--- src/rtl/assert_macros.svh ---
// Assertion macros used by the RTL (seconds_to_calendar_date).
// Expects signals named clk and rst in the module that uses them.
`ifndef ASSERT_MACROS_SVH
`define ASSERT_MACROS_SVH

// Condition must hold at every clock edge outside reset.
`define ASSERT_ALWAYS(lbl, expr, msg) \
  lbl: assert property (@(posedge clk) disable iff (rst) (expr)) else $error(msg);

// Antecedent implies consequent in the same cycle.
`define ASSERT_IMPLY(lbl, ante, cons, msg) \
  lbl: assert property (@(posedge clk) disable iff (rst) (ante) |-> (cons)) else $error(msg);

`endif

--- src/rtl/stc_pkg.sv ---
// Shared types, constants and helper functions for the seconds-to-date block.
// No dependencies.
package stc_pkg;

  localparam int SecW = 25;

  // Constant divisions: t/60 = (t>>2)/15, t/3600 = (t>>4)/225, t/86400 = (t>>7)/675
  localparam int MinXW = 23;
  localparam int HrXW  = 21;
  localparam int DayXW = 18;
  localparam int MinQW = 20;
  localparam int HrQW  = 14;
  localparam int DayQW = 9;

  localparam int MinDiv = 15;
  localparam int HrDiv  = 225;
  localparam int DayDiv = 675;

  // Reciprocals rounded down; estimate is low by at most one
  localparam logic [MinQW-1:0] MinRecip = MinQW'((1 << MinXW) / MinDiv);
  localparam logic [HrQW-1:0]  HrRecip  = HrQW'((1 << HrXW) / HrDiv);
  localparam logic [DayQW-1:0] DayRecip = DayQW'((1 << DayXW) / DayDiv);

  localparam int HoursPerDay = 24;
  localparam int MinsPerHour = 60;
  localparam int DaysPerYear = 365;
  localparam int MonthCount  = 12;

  localparam logic [6:0] SpaceChar = 7'h20;

  // First day of year of each month, 28-day February
  localparam logic [DayQW-1:0] MonthStart [MonthCount] = '{
    9'd0, 9'd31, 9'd59, 9'd90, 9'd120, 9'd151,
    9'd181, 9'd212, 9'd243, 9'd273, 9'd304, 9'd334
  };

  typedef struct packed {
    logic [SecW-1:0]  secs;
    logic [MinQW-1:0] min_est;
    logic [HrQW-1:0]  hr_est;
    logic [DayQW-1:0] day_est;
  } quot_t;

  typedef struct packed {
    logic [DayQW-1:0] doy;
    logic [4:0]       hour;
    logic [5:0]       minute;
    logic [5:0]       second;
  } split_t;

  typedef struct packed {
    logic [6:0] first;
    logic [6:0] second;
    logic [6:0] third;
  } name_t;

  typedef struct packed {
    logic [3:0] month_number;
    name_t      letters;
    logic [5:0] day_bcd;
    logic [5:0] hour_bcd;
    logic [6:0] minute_bcd;
    logic [6:0] second_bcd;
    logic       out_of_range;
  } result_t;

  // Month index 0..11 to upper-case ASCII name
  function automatic name_t month_name(input logic [3:0] idx);
    name_t n;
    unique case (idx)
      4'd0:    n = '{7'h4A, 7'h41, 7'h4E};  // JAN
      4'd1:    n = '{7'h46, 7'h45, 7'h42};  // FEB
      4'd2:    n = '{7'h4D, 7'h41, 7'h52};  // MAR
      4'd3:    n = '{7'h41, 7'h50, 7'h52};  // APR
      4'd4:    n = '{7'h4D, 7'h41, 7'h59};  // MAY
      4'd5:    n = '{7'h4A, 7'h55, 7'h4E};  // JUN
      4'd6:    n = '{7'h4A, 7'h55, 7'h4C};  // JUL
      4'd7:    n = '{7'h41, 7'h55, 7'h47};  // AUG
      4'd8:    n = '{7'h53, 7'h45, 7'h50};  // SEP
      4'd9:    n = '{7'h4F, 7'h43, 7'h54};  // OCT
      4'd10:   n = '{7'h4E, 7'h4F, 7'h56};  // NOV
      4'd11:   n = '{7'h44, 7'h45, 7'h43};  // DEC
      default: n = '{SpaceChar, SpaceChar, SpaceChar};
    endcase
    return n;
  endfunction

  // Binary 0..59 to packed BCD, tens in bits [6:4]
  function automatic logic [6:0] bin_to_bcd(input logic [5:0] v);
    logic [2:0] tens;
    logic [5:0] units;
    if (v >= 6'd50) begin
      tens = 3'd5; units = v - 6'd50;
    end else if (v >= 6'd40) begin
      tens = 3'd4; units = v - 6'd40;
    end else if (v >= 6'd30) begin
      tens = 3'd3; units = v - 6'd30;
    end else if (v >= 6'd20) begin
      tens = 3'd2; units = v - 6'd20;
    end else if (v >= 6'd10) begin
      tens = 3'd1; units = v - 6'd10;
    end else begin
      tens = 3'd0; units = v;
    end
    return {tens, units[3:0]};
  endfunction

endpackage

--- src/rtl/seconds_to_calendar_date.sv ---
// Converts a count of seconds since midnight, January 1 of a non-leap year,
// into month number, three ASCII month letters, and day/hour/minute/second in
// packed BCD (add 0x30 to a nibble for its ASCII digit). One request enters
// per clock and one result leaves per clock through a four-register pipeline:
// input register, reciprocal-multiply quotient estimates, quotient correction
// and split, then month lookup and BCD into the output register. Each stage
// moves when the one after it is empty or moving, so back-pressure on m_axis
// stalls the pipe but accepts new requests into empty stages. Day of year 365
// and beyond sets out_of_range (m_axis_tuser), with month and day zero and the
// letters as spaces; time of day is still given.
module seconds_to_calendar_date (
  input  logic        clk,
  input  logic        rst,
  input  logic        s_axis_tvalid,
  output logic        s_axis_tready,
  input  logic [31:0] s_axis_tdata,   // [24:0] elapsed_seconds, [31:25] zero
  output logic        m_axis_tvalid,
  input  logic        m_axis_tready,
  output logic [55:0] m_axis_tdata,   // [3:0] month_number, [10:4] month_letter_first,
                                      // [17:11] month_letter_second,
                                      // [24:18] month_letter_third, [30:25] day_bcd,
                                      // [36:31] hour_bcd, [43:37] minute_bcd,
                                      // [50:44] second_bcd, [55:51] zero
  output logic        m_axis_tuser    // [0] out_of_range
);

  `include "assert_macros.svh"

  // Stage valids and advance enables
  logic v_in, v_quot, v_split, v_out;
  logic en_in, en_quot, en_split, en_out;

  logic [stc_pkg::SecW-1:0] secs;
  stc_pkg::quot_t           quot_w, quot;
  stc_pkg::split_t          split_w, split;
  stc_pkg::result_t         res_w, res;

  assign en_out   = !v_out   || m_axis_tready;
  assign en_split = !v_split || en_out;
  assign en_quot  = !v_quot  || en_split;
  assign en_in    = !v_in    || en_quot;

  assign s_axis_tready = en_in;

  stc_quot u_quot (
    .secs (secs),
    .quot (quot_w)
  );

  stc_split u_split (
    .quot  (quot),
    .split (split_w)
  );

  stc_fmt u_fmt (
    .split (split),
    .res   (res_w)
  );

  always_ff @(posedge clk) begin
    if (rst) begin
      v_in    <= 1'b0;
      v_quot  <= 1'b0;
      v_split <= 1'b0;
      v_out   <= 1'b0;
    end else begin
      if (en_in)    v_in    <= s_axis_tvalid;
      if (en_quot)  v_quot  <= v_in;
      if (en_split) v_split <= v_quot;
      if (en_out)   v_out   <= v_split;
    end
  end

  // Payload registers, no reset
  always_ff @(posedge clk) begin
    if (en_in)    secs  <= s_axis_tdata[stc_pkg::SecW-1:0];
    if (en_quot)  quot  <= quot_w;
    if (en_split) split <= split_w;
    if (en_out)   res   <= res_w;
  end

  assign m_axis_tvalid = v_out;
  assign m_axis_tuser  = res.out_of_range;
  assign m_axis_tdata  = {5'b0,
                          res.second_bcd,
                          res.minute_bcd,
                          res.hour_bcd,
                          res.day_bcd,
                          res.letters.third,
                          res.letters.second,
                          res.letters.first,
                          res.month_number};

  // Out-of-range results carry blank month and day
  `ASSERT_IMPLY(a_oor_blank, v_out && res.out_of_range, (res.month_number == 4'd0) && (res.day_bcd == 6'd0) && (res.letters.first == stc_pkg::SpaceChar), "out-of-range result not blanked")

  // In-range results name a real month and a nonzero day
  `ASSERT_IMPLY(a_month_ok, v_out && !res.out_of_range, (res.month_number != 4'd0) && (res.month_number <= 4'd12) && (res.day_bcd != 6'd0), "bad month or day")

  // Hour digits stay within 00..23
  `ASSERT_IMPLY(a_hour_bcd, v_out, (res.hour_bcd[5:4] <= 2'd2) && (res.hour_bcd[3:0] <= 4'd9) && ((res.hour_bcd[5:4] != 2'd2) || (res.hour_bcd[3:0] <= 4'd3)), "hour BCD out of range")

  // Minute and second digits stay within 00..59
  `ASSERT_IMPLY(a_ms_bcd, v_out, (res.minute_bcd[6:4] <= 3'd5) && (res.minute_bcd[3:0] <= 4'd9) && (res.second_bcd[6:4] <= 3'd5) && (res.second_bcd[3:0] <= 4'd9), "minute or second BCD out of range")

endmodule

--- src/rtl/stc_quot.sv ---
// Quotient estimates of seconds by minute, hour and day via reciprocal multiply.
// Depends on stc_pkg.
module stc_quot (
  input  logic [stc_pkg::SecW-1:0] secs,
  output stc_pkg::quot_t           quot
);

  localparam int MinPW = stc_pkg::MinXW + stc_pkg::MinQW;
  localparam int HrPW  = stc_pkg::HrXW + stc_pkg::HrQW;
  localparam int DayPW = stc_pkg::DayXW + stc_pkg::DayQW;

  logic [MinPW-1:0] min_prod;
  logic [HrPW-1:0]  hr_prod;
  logic [DayPW-1:0] day_prod;

  assign min_prod = MinPW'(secs[stc_pkg::SecW-1 -: stc_pkg::MinXW])
                  * MinPW'(stc_pkg::MinRecip);
  assign hr_prod  = HrPW'(secs[stc_pkg::SecW-1 -: stc_pkg::HrXW])
                  * HrPW'(stc_pkg::HrRecip);
  assign day_prod = DayPW'(secs[stc_pkg::SecW-1 -: stc_pkg::DayXW])
                  * DayPW'(stc_pkg::DayRecip);

  assign quot.secs    = secs;
  assign quot.min_est = min_prod[stc_pkg::MinXW +: stc_pkg::MinQW];
  assign quot.hr_est  = hr_prod[stc_pkg::HrXW +: stc_pkg::HrQW];
  assign quot.day_est = day_prod[stc_pkg::DayXW +: stc_pkg::DayQW];

endmodule

--- src/rtl/stc_split.sv ---
// Corrects quotient estimates and splits into day of year, hour, minute, second.
// Depends on stc_pkg.
module stc_split (
  input  stc_pkg::quot_t  quot,
  output stc_pkg::split_t split
);

  logic [stc_pkg::MinXW-1:0] min_x, min_rem, min_rem_c;
  logic [stc_pkg::HrXW-1:0]  hr_x, hr_rem;
  logic [stc_pkg::DayXW-1:0] day_x, day_rem;
  logic                      min_fix, hr_fix, day_fix;
  logic [stc_pkg::MinQW-1:0] min_q, minute_full;
  logic [stc_pkg::HrQW-1:0]  hr_q, hour_full;
  logic [stc_pkg::DayQW-1:0] day_q;

  assign min_x = quot.secs[stc_pkg::SecW-1 -: stc_pkg::MinXW];
  assign hr_x  = quot.secs[stc_pkg::SecW-1 -: stc_pkg::HrXW];
  assign day_x = quot.secs[stc_pkg::SecW-1 -: stc_pkg::DayXW];

  // Remainder against the estimate; at most one divisor too large
  assign min_rem = min_x - stc_pkg::MinXW'(quot.min_est)
                 * stc_pkg::MinXW'(stc_pkg::MinDiv);
  assign hr_rem  = hr_x - stc_pkg::HrXW'(quot.hr_est)
                 * stc_pkg::HrXW'(stc_pkg::HrDiv);
  assign day_rem = day_x - stc_pkg::DayXW'(quot.day_est)
                 * stc_pkg::DayXW'(stc_pkg::DayDiv);

  assign min_fix = min_rem >= stc_pkg::MinXW'(stc_pkg::MinDiv);
  assign hr_fix  = hr_rem >= stc_pkg::HrXW'(stc_pkg::HrDiv);
  assign day_fix = day_rem >= stc_pkg::DayXW'(stc_pkg::DayDiv);

  assign min_q = quot.min_est + stc_pkg::MinQW'(min_fix);
  assign hr_q  = quot.hr_est + stc_pkg::HrQW'(hr_fix);
  assign day_q = quot.day_est + stc_pkg::DayQW'(day_fix);

  assign min_rem_c = min_fix ? (min_rem - stc_pkg::MinXW'(stc_pkg::MinDiv)) : min_rem;

  // second = 4 * ((t>>2) mod 15) + t[1:0]
  assign split.second = {min_rem_c[3:0], quot.secs[1:0]};

  assign minute_full = min_q - stc_pkg::MinQW'(hr_q) * stc_pkg::MinQW'(stc_pkg::MinsPerHour);
  assign hour_full   = hr_q - stc_pkg::HrQW'(day_q) * stc_pkg::HrQW'(stc_pkg::HoursPerDay);

  assign split.minute = minute_full[5:0];
  assign split.hour   = hour_full[4:0];
  assign split.doy    = day_q;

endmodule

--- src/rtl/stc_fmt.sv ---
// Month lookup from day of year, month letters, and BCD formatting.
// Depends on stc_pkg.
module stc_fmt (
  input  stc_pkg::split_t  split,
  output stc_pkg::result_t res
);

  logic [3:0]                month_idx;
  logic [stc_pkg::DayQW-1:0] day_off;
  logic                      in_range;
  logic [6:0]                day_bcd_w, hour_bcd_w;

  // Last month whose first day is not after the day of year
  always_comb begin
    month_idx = '0;
    for (int i = 0; i < stc_pkg::MonthCount; i++) begin
      if (split.doy >= stc_pkg::MonthStart[i]) begin
        month_idx = 4'(i);
      end
    end
  end

  assign in_range  = split.doy < stc_pkg::DayQW'(stc_pkg::DaysPerYear);
  assign day_off   = split.doy - stc_pkg::MonthStart[month_idx] + stc_pkg::DayQW'(1);
  assign day_bcd_w = stc_pkg::bin_to_bcd(day_off[5:0]);
  assign hour_bcd_w = stc_pkg::bin_to_bcd({1'b0, split.hour});

  always_comb begin
    res.hour_bcd     = hour_bcd_w[5:0];
    res.minute_bcd   = stc_pkg::bin_to_bcd(split.minute);
    res.second_bcd   = stc_pkg::bin_to_bcd(split.second);
    res.out_of_range = !in_range;
    if (in_range) begin
      res.month_number = month_idx + 4'd1;
      res.letters      = stc_pkg::month_name(month_idx);
      res.day_bcd      = day_bcd_w[5:0];
    end else begin
      res.month_number = '0;
      res.letters      = '{stc_pkg::SpaceChar, stc_pkg::SpaceChar, stc_pkg::SpaceChar};
      res.day_bcd      = '0;
    end
  end

endmodule

--- config.mk ---
export PLATFORM = sky130hd
export DESIGN_NAME = seconds_to_calendar_date
export DESIGN_NICKNAME = d
export VERILOG_FILES = /design/src/rtl/stc_pkg.sv /design/src/rtl/seconds_to_calendar_date.sv /design/src/rtl/stc_quot.sv /design/src/rtl/stc_split.sv /design/src/rtl/stc_fmt.sv
export VERILOG_INCLUDE_DIRS = /design/src /design/src/rtl
export SDC_FILE = /design/constraint.sdc
export NUM_CORES = 1
export LEC_CHECK = 0
export ABC_AREA = 1
export ABC_CLOCK_PERIOD_IN_PS = 6800
export BUFFER_PORTS_ARGS = -buffer_cell sky130_fd_sc_hd__buf_2
export CORE_UTILIZATION = 50
export CTS_BUF_LIST = sky130_fd_sc_hd__clkbuf_2
export DETAILED_ROUTE_END_ITERATION = 6
export HOLD_SLACK_MARGIN = 0.1
export PLACE_DENSITY = 0.7
export SETUP_SLACK_MARGIN = 0.2
export SLEW_MARGIN = 10
export SYNTH_ARGS = -nofsm -noshare
export SYNTH_HDL_FRONTEND = slang
export SYNTH_SLANG_ARGS = --single-unit
--- constraint.sdc ---
create_clock -name clk -period 6.8 [get_ports clk]
set_clock_uncertainty 0.15 [all_clocks]
set_input_delay 1.36 -clock clk [delete_from_list [all_inputs] [get_ports clk]]
set_output_delay 1.36 -clock clk [all_outputs]
set_load 0.05 [all_outputs]
==> results.yml, run 1 <==
sta:
  fin_tns_setup_ns: 0
  finalCritPeriodShare: 0.988
  fin_ws_ns: 0.0826
  post-route-min-period_ns: 6.72
  max_clock_freq_ghz: 0.149
  tightest_slew_ns: 0.911
  rsz0062_at_grt: "yes"
  final-setup-viol-count: 0
  drv_slew: 0
  slew_headroom: 0.393
  timing_hold_violations_final: 0
synth:
  synthDistinctLibCells: 58
  netlist_area_sq_mm: 0.0234
  synth_flop_cell: "edfxtp_1"
  synth_top_area_share: 0.278
  synth_area_leaders: "ha_1 (28%), edfxtp_1 (21%), fa_1 (18%)"
  seq_area_frac_synth: 0.218
  async_flop_share: 0
  synth_area_per_cell_sq_um: 9.49
  ys_ff_latch: 171
  yosys_warnings: 0
  syn_inst: 2461
  synth_largest_area_cell: "ha_1"
  synth_edf_count: 167
floorplan:
  die_area_sq_mm: 0.0476
  rows: 78
  core_area_sq_mm: 0.0457
  die_h_um: 218
  initial_utilization: 0.511
  fp.dieW_um: 218
  ioPinCount: 95
clock_network:
  numCtsBuffers: 17
  cts_tree: "built"
  cts.clk_slew.worst_paths_ns: 0.26
  clk_latency_ns: 0.97
  cts-htree-levels: 4
  cts_buffer_depth: 2
  clock-sinks: 171
  root_buffer: "clkbuf_2"
  hold_buffers: 0
finish:
  postLayoutCoreUtil: 0.554
  final_common_cell: "inv_1"
  drive_gt1_frac: 0.0968
  nFillCells: 4017
  nets: 3360
  syn2layout_area_growth_pct: 8.28
  mostFrequentLayoutCells: "inv_1 (510), ha_1 (506), nand2_1 (277)"
placement:
  place.gp.congestion: 0.939
  portBuffers: 82
  dp_slack_ns: -0.243
  hpwl_um: 41900
setup_path:
  required_ns: 7.41
  cp-end-kind: "register"
  cp-startpoint: "quot[12]"
  rrSetupSlack_ns: 0.08
  crit_arrival_ns: 7.33
  critical-path-slowest-cell: "edfxtp_1"
  rr_startpoint: "quot[12]"
  critical_path.most_common_cell: "ha_4"
  crit_path_max_fanout: 3
  crit_type: "reg -> reg"
  crit_end: "split[11]"
  crit_path_start_kind: "register"
  reg2reg_to: "split[11]"
  max_stage_delay_ns: 0.53
  r2r_cells: 31
global_routing:
  grt_max_degree: 67
  antenna_found_initial: 1
  track_usage: 0.215
  grt_first_pass_wirelength_um: 80800
  grt_pass1_vias: 17000
  grt_overflow: 0
route:
  antenna_left: 0
  wl_per_cell_um: 15.2
  drc: 0
  firstDrtPassIters: 7
  vias_per_cell: 5.25
  first_iter_violations: 911
  num_vias: 16900
  drt-total-wl_um: 49000
flow_run:
  drv_cap: 0
worst_hold_path:
  min_from: "secs[0]"
  hp-class: "reg -> reg"
outcome:
  status: "finished clean"
[timing repair]
action,in CTS,in global routing
pin swaps,22,13
resized for setup,11,14
setup endpoints to repair,3,4
buffers inserted,1,7
[metrics by stage]
stage	cell area [sq um]	cells	hold slack (ns)
2_1_floorplan	23500	2465	0.250
3_3_place_gp	24800	3173	0.257
3_5_place_dp	24800	3173	0.257
4_1_cts	25200	3206	0.196
5_1_grt	25300	3214	0.261
6_report	25300	3214	0.313
[registers in the layout, indices dropped and copies added (netlist names)]
name,count
quot,68
m_axis_tdata,47
split,26
secs,25
m_axis_tuser,1
m_axis_tvalid,1
v_in,1
v_quot,1
v_split,1
[metal layers]
metal	up-vias	global-route usage	wire [um]
met5	-	0	0
li1	8394	-	-
met1	8084	0.273	22000
met3	74	0.0273	1600
met4	0	0.0816	1420
met2	313	0.374	24000
[cells by family (layout without fill, tap and decap cells)]
family                   after synthesis  after routing  synth area share
other                                  1              6          0.000161
AO/OA/AOI/OAI                        328            328            0.0828
flip-flops                           171            171             0.218
adder cells (fa/ha/maj)              724            724             0.454
AND/OR/NAND/NOR                      555            555             0.102
XOR/XNOR                             141            141            0.0532
buffers and inverters                541            689            0.0890
[worst min-delay path by stage]
stage | to | slack (ns) | depth (start not counted)
floorplan | quot[43] | 0.25 | 0
global placement | quot[43] | 0.26 | 0
detailed placement | quot[43] | 0.26 | 0
CTS | secs[12] | 0.20 | 1
global route | secs[12] | 0.26 | 1
finish | quot[43] | 0.31 | 0
[synthesized netlist by cell type, types with 26 or more instances]
cell type  number
a21oi_1       146
edfxtp_1      167
fa_1          206
ha_1          518
inv_1         516
nand2_1       282
nand3_1        63
nand4_1        26
nor2_1        126
o21ai_0        74
xnor2_1        50
xor2_1         90
[area by class of cell]
cell class / instances / area (sq um) / share of cell area
tap: 600 / 751 / 0.0297
inverter: 528 / 1980 / 0.0784
sequential: 171 / 5090 / 0.201
clock inverter: 14 / 185 / 0.00732
multi-input combinational: 1753 / 16400 / 0.649
clock buffer: 18 / 90.1 / 0.00356
antenna: 1 / 2.50 / 0.0000990
timing repair buffer: 129 / 767 / 0.0303
[worst max-delay path: cells and delay by family (launching register included)]
family,cells,cell delay (ns)
adder cells (fa/ha/maj),12,3.79
AND/OR/NAND/NOR,9,1.00
AO/OA/AOI/OAI,4,0.62
flip-flops,1,0.53
XOR/XNOR,2,0.22
buffers and inverters,4,0.19
Power of run 1 is left out: the tool's default activity adds up to more than one toggle a clock period on the data nets, which glitch-free logic cannot reach.
==> run 2: changes to the inputs <==
CORE_UTILIZATION = 35   (was 50)
PLACE_DENSITY = 0.53   (was 0.7)
==> results.yml, run 2 (same netlist as run 1, synthesis figures left out) <==
clock_network:
  clk_latency_ns: 1.03
  cts.clk_slew.worst_paths_ns: 0.34
  hold_buffers: 0
  numCtsBuffers: 17
  cts_tree: "built"
  cts-htree-levels: 4
  cts_buffer_depth: 2
  root_buffer: "clkbuf_2"
  clock-sinks: 171
floorplan:
  rows: 94
  fp.dieW_um: 260
  die_h_um: 260
  initial_utilization: 0.355
  die_area_sq_mm: 0.0678
  ioPinCount: 95
  core_area_sq_mm: 0.0659
global_routing:
  grt_overflow: 0
  track_usage: 0.156
  antenna_found_initial: 3
  grt_first_pass_wirelength_um: 83000
  grt_pass1_vias: 16500
  grt_max_degree: 62
sta:
  finalCritPeriodShare: 0.995
  post-route-min-period_ns: 6.77
  timing_hold_violations_final: 0
  slew_headroom: 0.468
  max_clock_freq_ghz: 0.148
  final-setup-viol-count: 0
  tightest_slew_ns: 0.798
  drv_slew: 0
  rsz0062_at_grt: "yes"
finish:
  syn2layout_area_growth_pct: 9.69
  final_common_cell: "inv_1"
  multiInputGateArea_sq_mm: 0.0164
  nFillCells: 6579
  nets: 3359
  largest_reg_flops: 68
  drive_gt1_frac: 0.0984
  postLayoutCoreUtil: 0.389
  ff_latch_area_sq_mm: 0.00509
  mostFrequentLayoutCells: "inv_1 (508), ha_1 (506), nand2_1 (277)"
  largest-register: "quot"
route:
  antenna_left: 0
  vias_per_cell: 4.76
  first_iter_violations: 872
  drt-total-wl_um: 50900
  wl_per_cell_um: 14.6
  firstDrtPassIters: 5
  drc: 0
  num_vias: 16600
flow_run:
  drv_cap: 0
setup_path:
  crit_type: "reg -> reg"
  crit_arrival_ns: 7.40
  cp-end-kind: "register"
  crit_path_start_kind: "register"
  required_ns: 7.43
  critical_path.most_common_cell: "ha_4"
  critical-path-slowest-cell: "edfxtp_1"
  crit_path_max_fanout: 4
  max_stage_delay_ns: 0.55
placement:
  hpwl_um: 43700
  portBuffers: 82
  place.gp.congestion: 0.893
worst_hold_path:
  hp-class: "reg -> reg"
outcome:
  status: "finished clean"
-- run 2: cell type report --
type / count / share of cell area
tap: 864 / 0.0422
sequential: 171 / 0.199
clock buffer: 17 / 0.00332
clock inverter: 15 / 0.00596
inverter: 528 / 0.0774
antenna: 3 / 0.000293
timing repair buffer: 128 / 0.0298
multi-input combinational: 1753 / 0.642
-- run 2: path summary, 6_finish.rpt --
check,to,slack [ns],depth (start not counted),start
setup / recovery,split[11],0.03,32,quot[12]
hold reg to reg,quot[46],0.29,0,secs[3]
hold / removal,quot[46],0.29,0,secs[3]
setup reg to reg,split[11],0.03,32,quot[12]
-- run 2: critical path: cells and delay by family, from the launching register on --
kind	cells	cell delay [ns]
adders and majority gates	12	3.82
and+or+nand+nor	8	0.79
buffers and inverters	6	0.48
xor gates and xnor gates	2	0.25
DFF	1	0.55
AOI/OAI and AO/OA	4	0.45
-- run 2: repair_timing --
| item | CTS | global route |
|---|---|---|
| setup endpoints to repair | 3 | 5 |
| pin swaps | 39 | 14 |
| gates resized for setup | 24 | 9 |
| setup buffers | 5 | 0 |
-- run 2: through the flow --
stage / hold slack (ns) / area (sq um) / std cells / TNS (ns) / worst slack, ns
detailed placement: 0.265 / 25200 / 3439 / -0.380 / -0.246
finish: 0.290 / 25600 / 3479 / 0 / 0.0309
global route: 0.179 / 25600 / 3479 / -0.508 / -0.318
floorplan: 0.250 / 23500 / 2465 / 0 / 0.260
global placement: 0.263 / 25200 / 3439 / -0.211 / -0.155
CTS: 0.168 / 25600 / 3476 / -0.132 / -0.129
-- run 2: layer usage --
| metal | track usage | vias to the layer above | wire (um) |
|---|---|---|---|
| li1 | - | 8380 | - |
| met1 | 0.202 | 7932 | 23700 |
| met2 | 0.270 | 200 | 24900 |
| met3 | 0.0215 | 45 | 1440 |
| met4 | 0.0400 | 0 | 854 |
| met5 | 0 | - | 0 |
Power of run 2 is left out for the same reason.
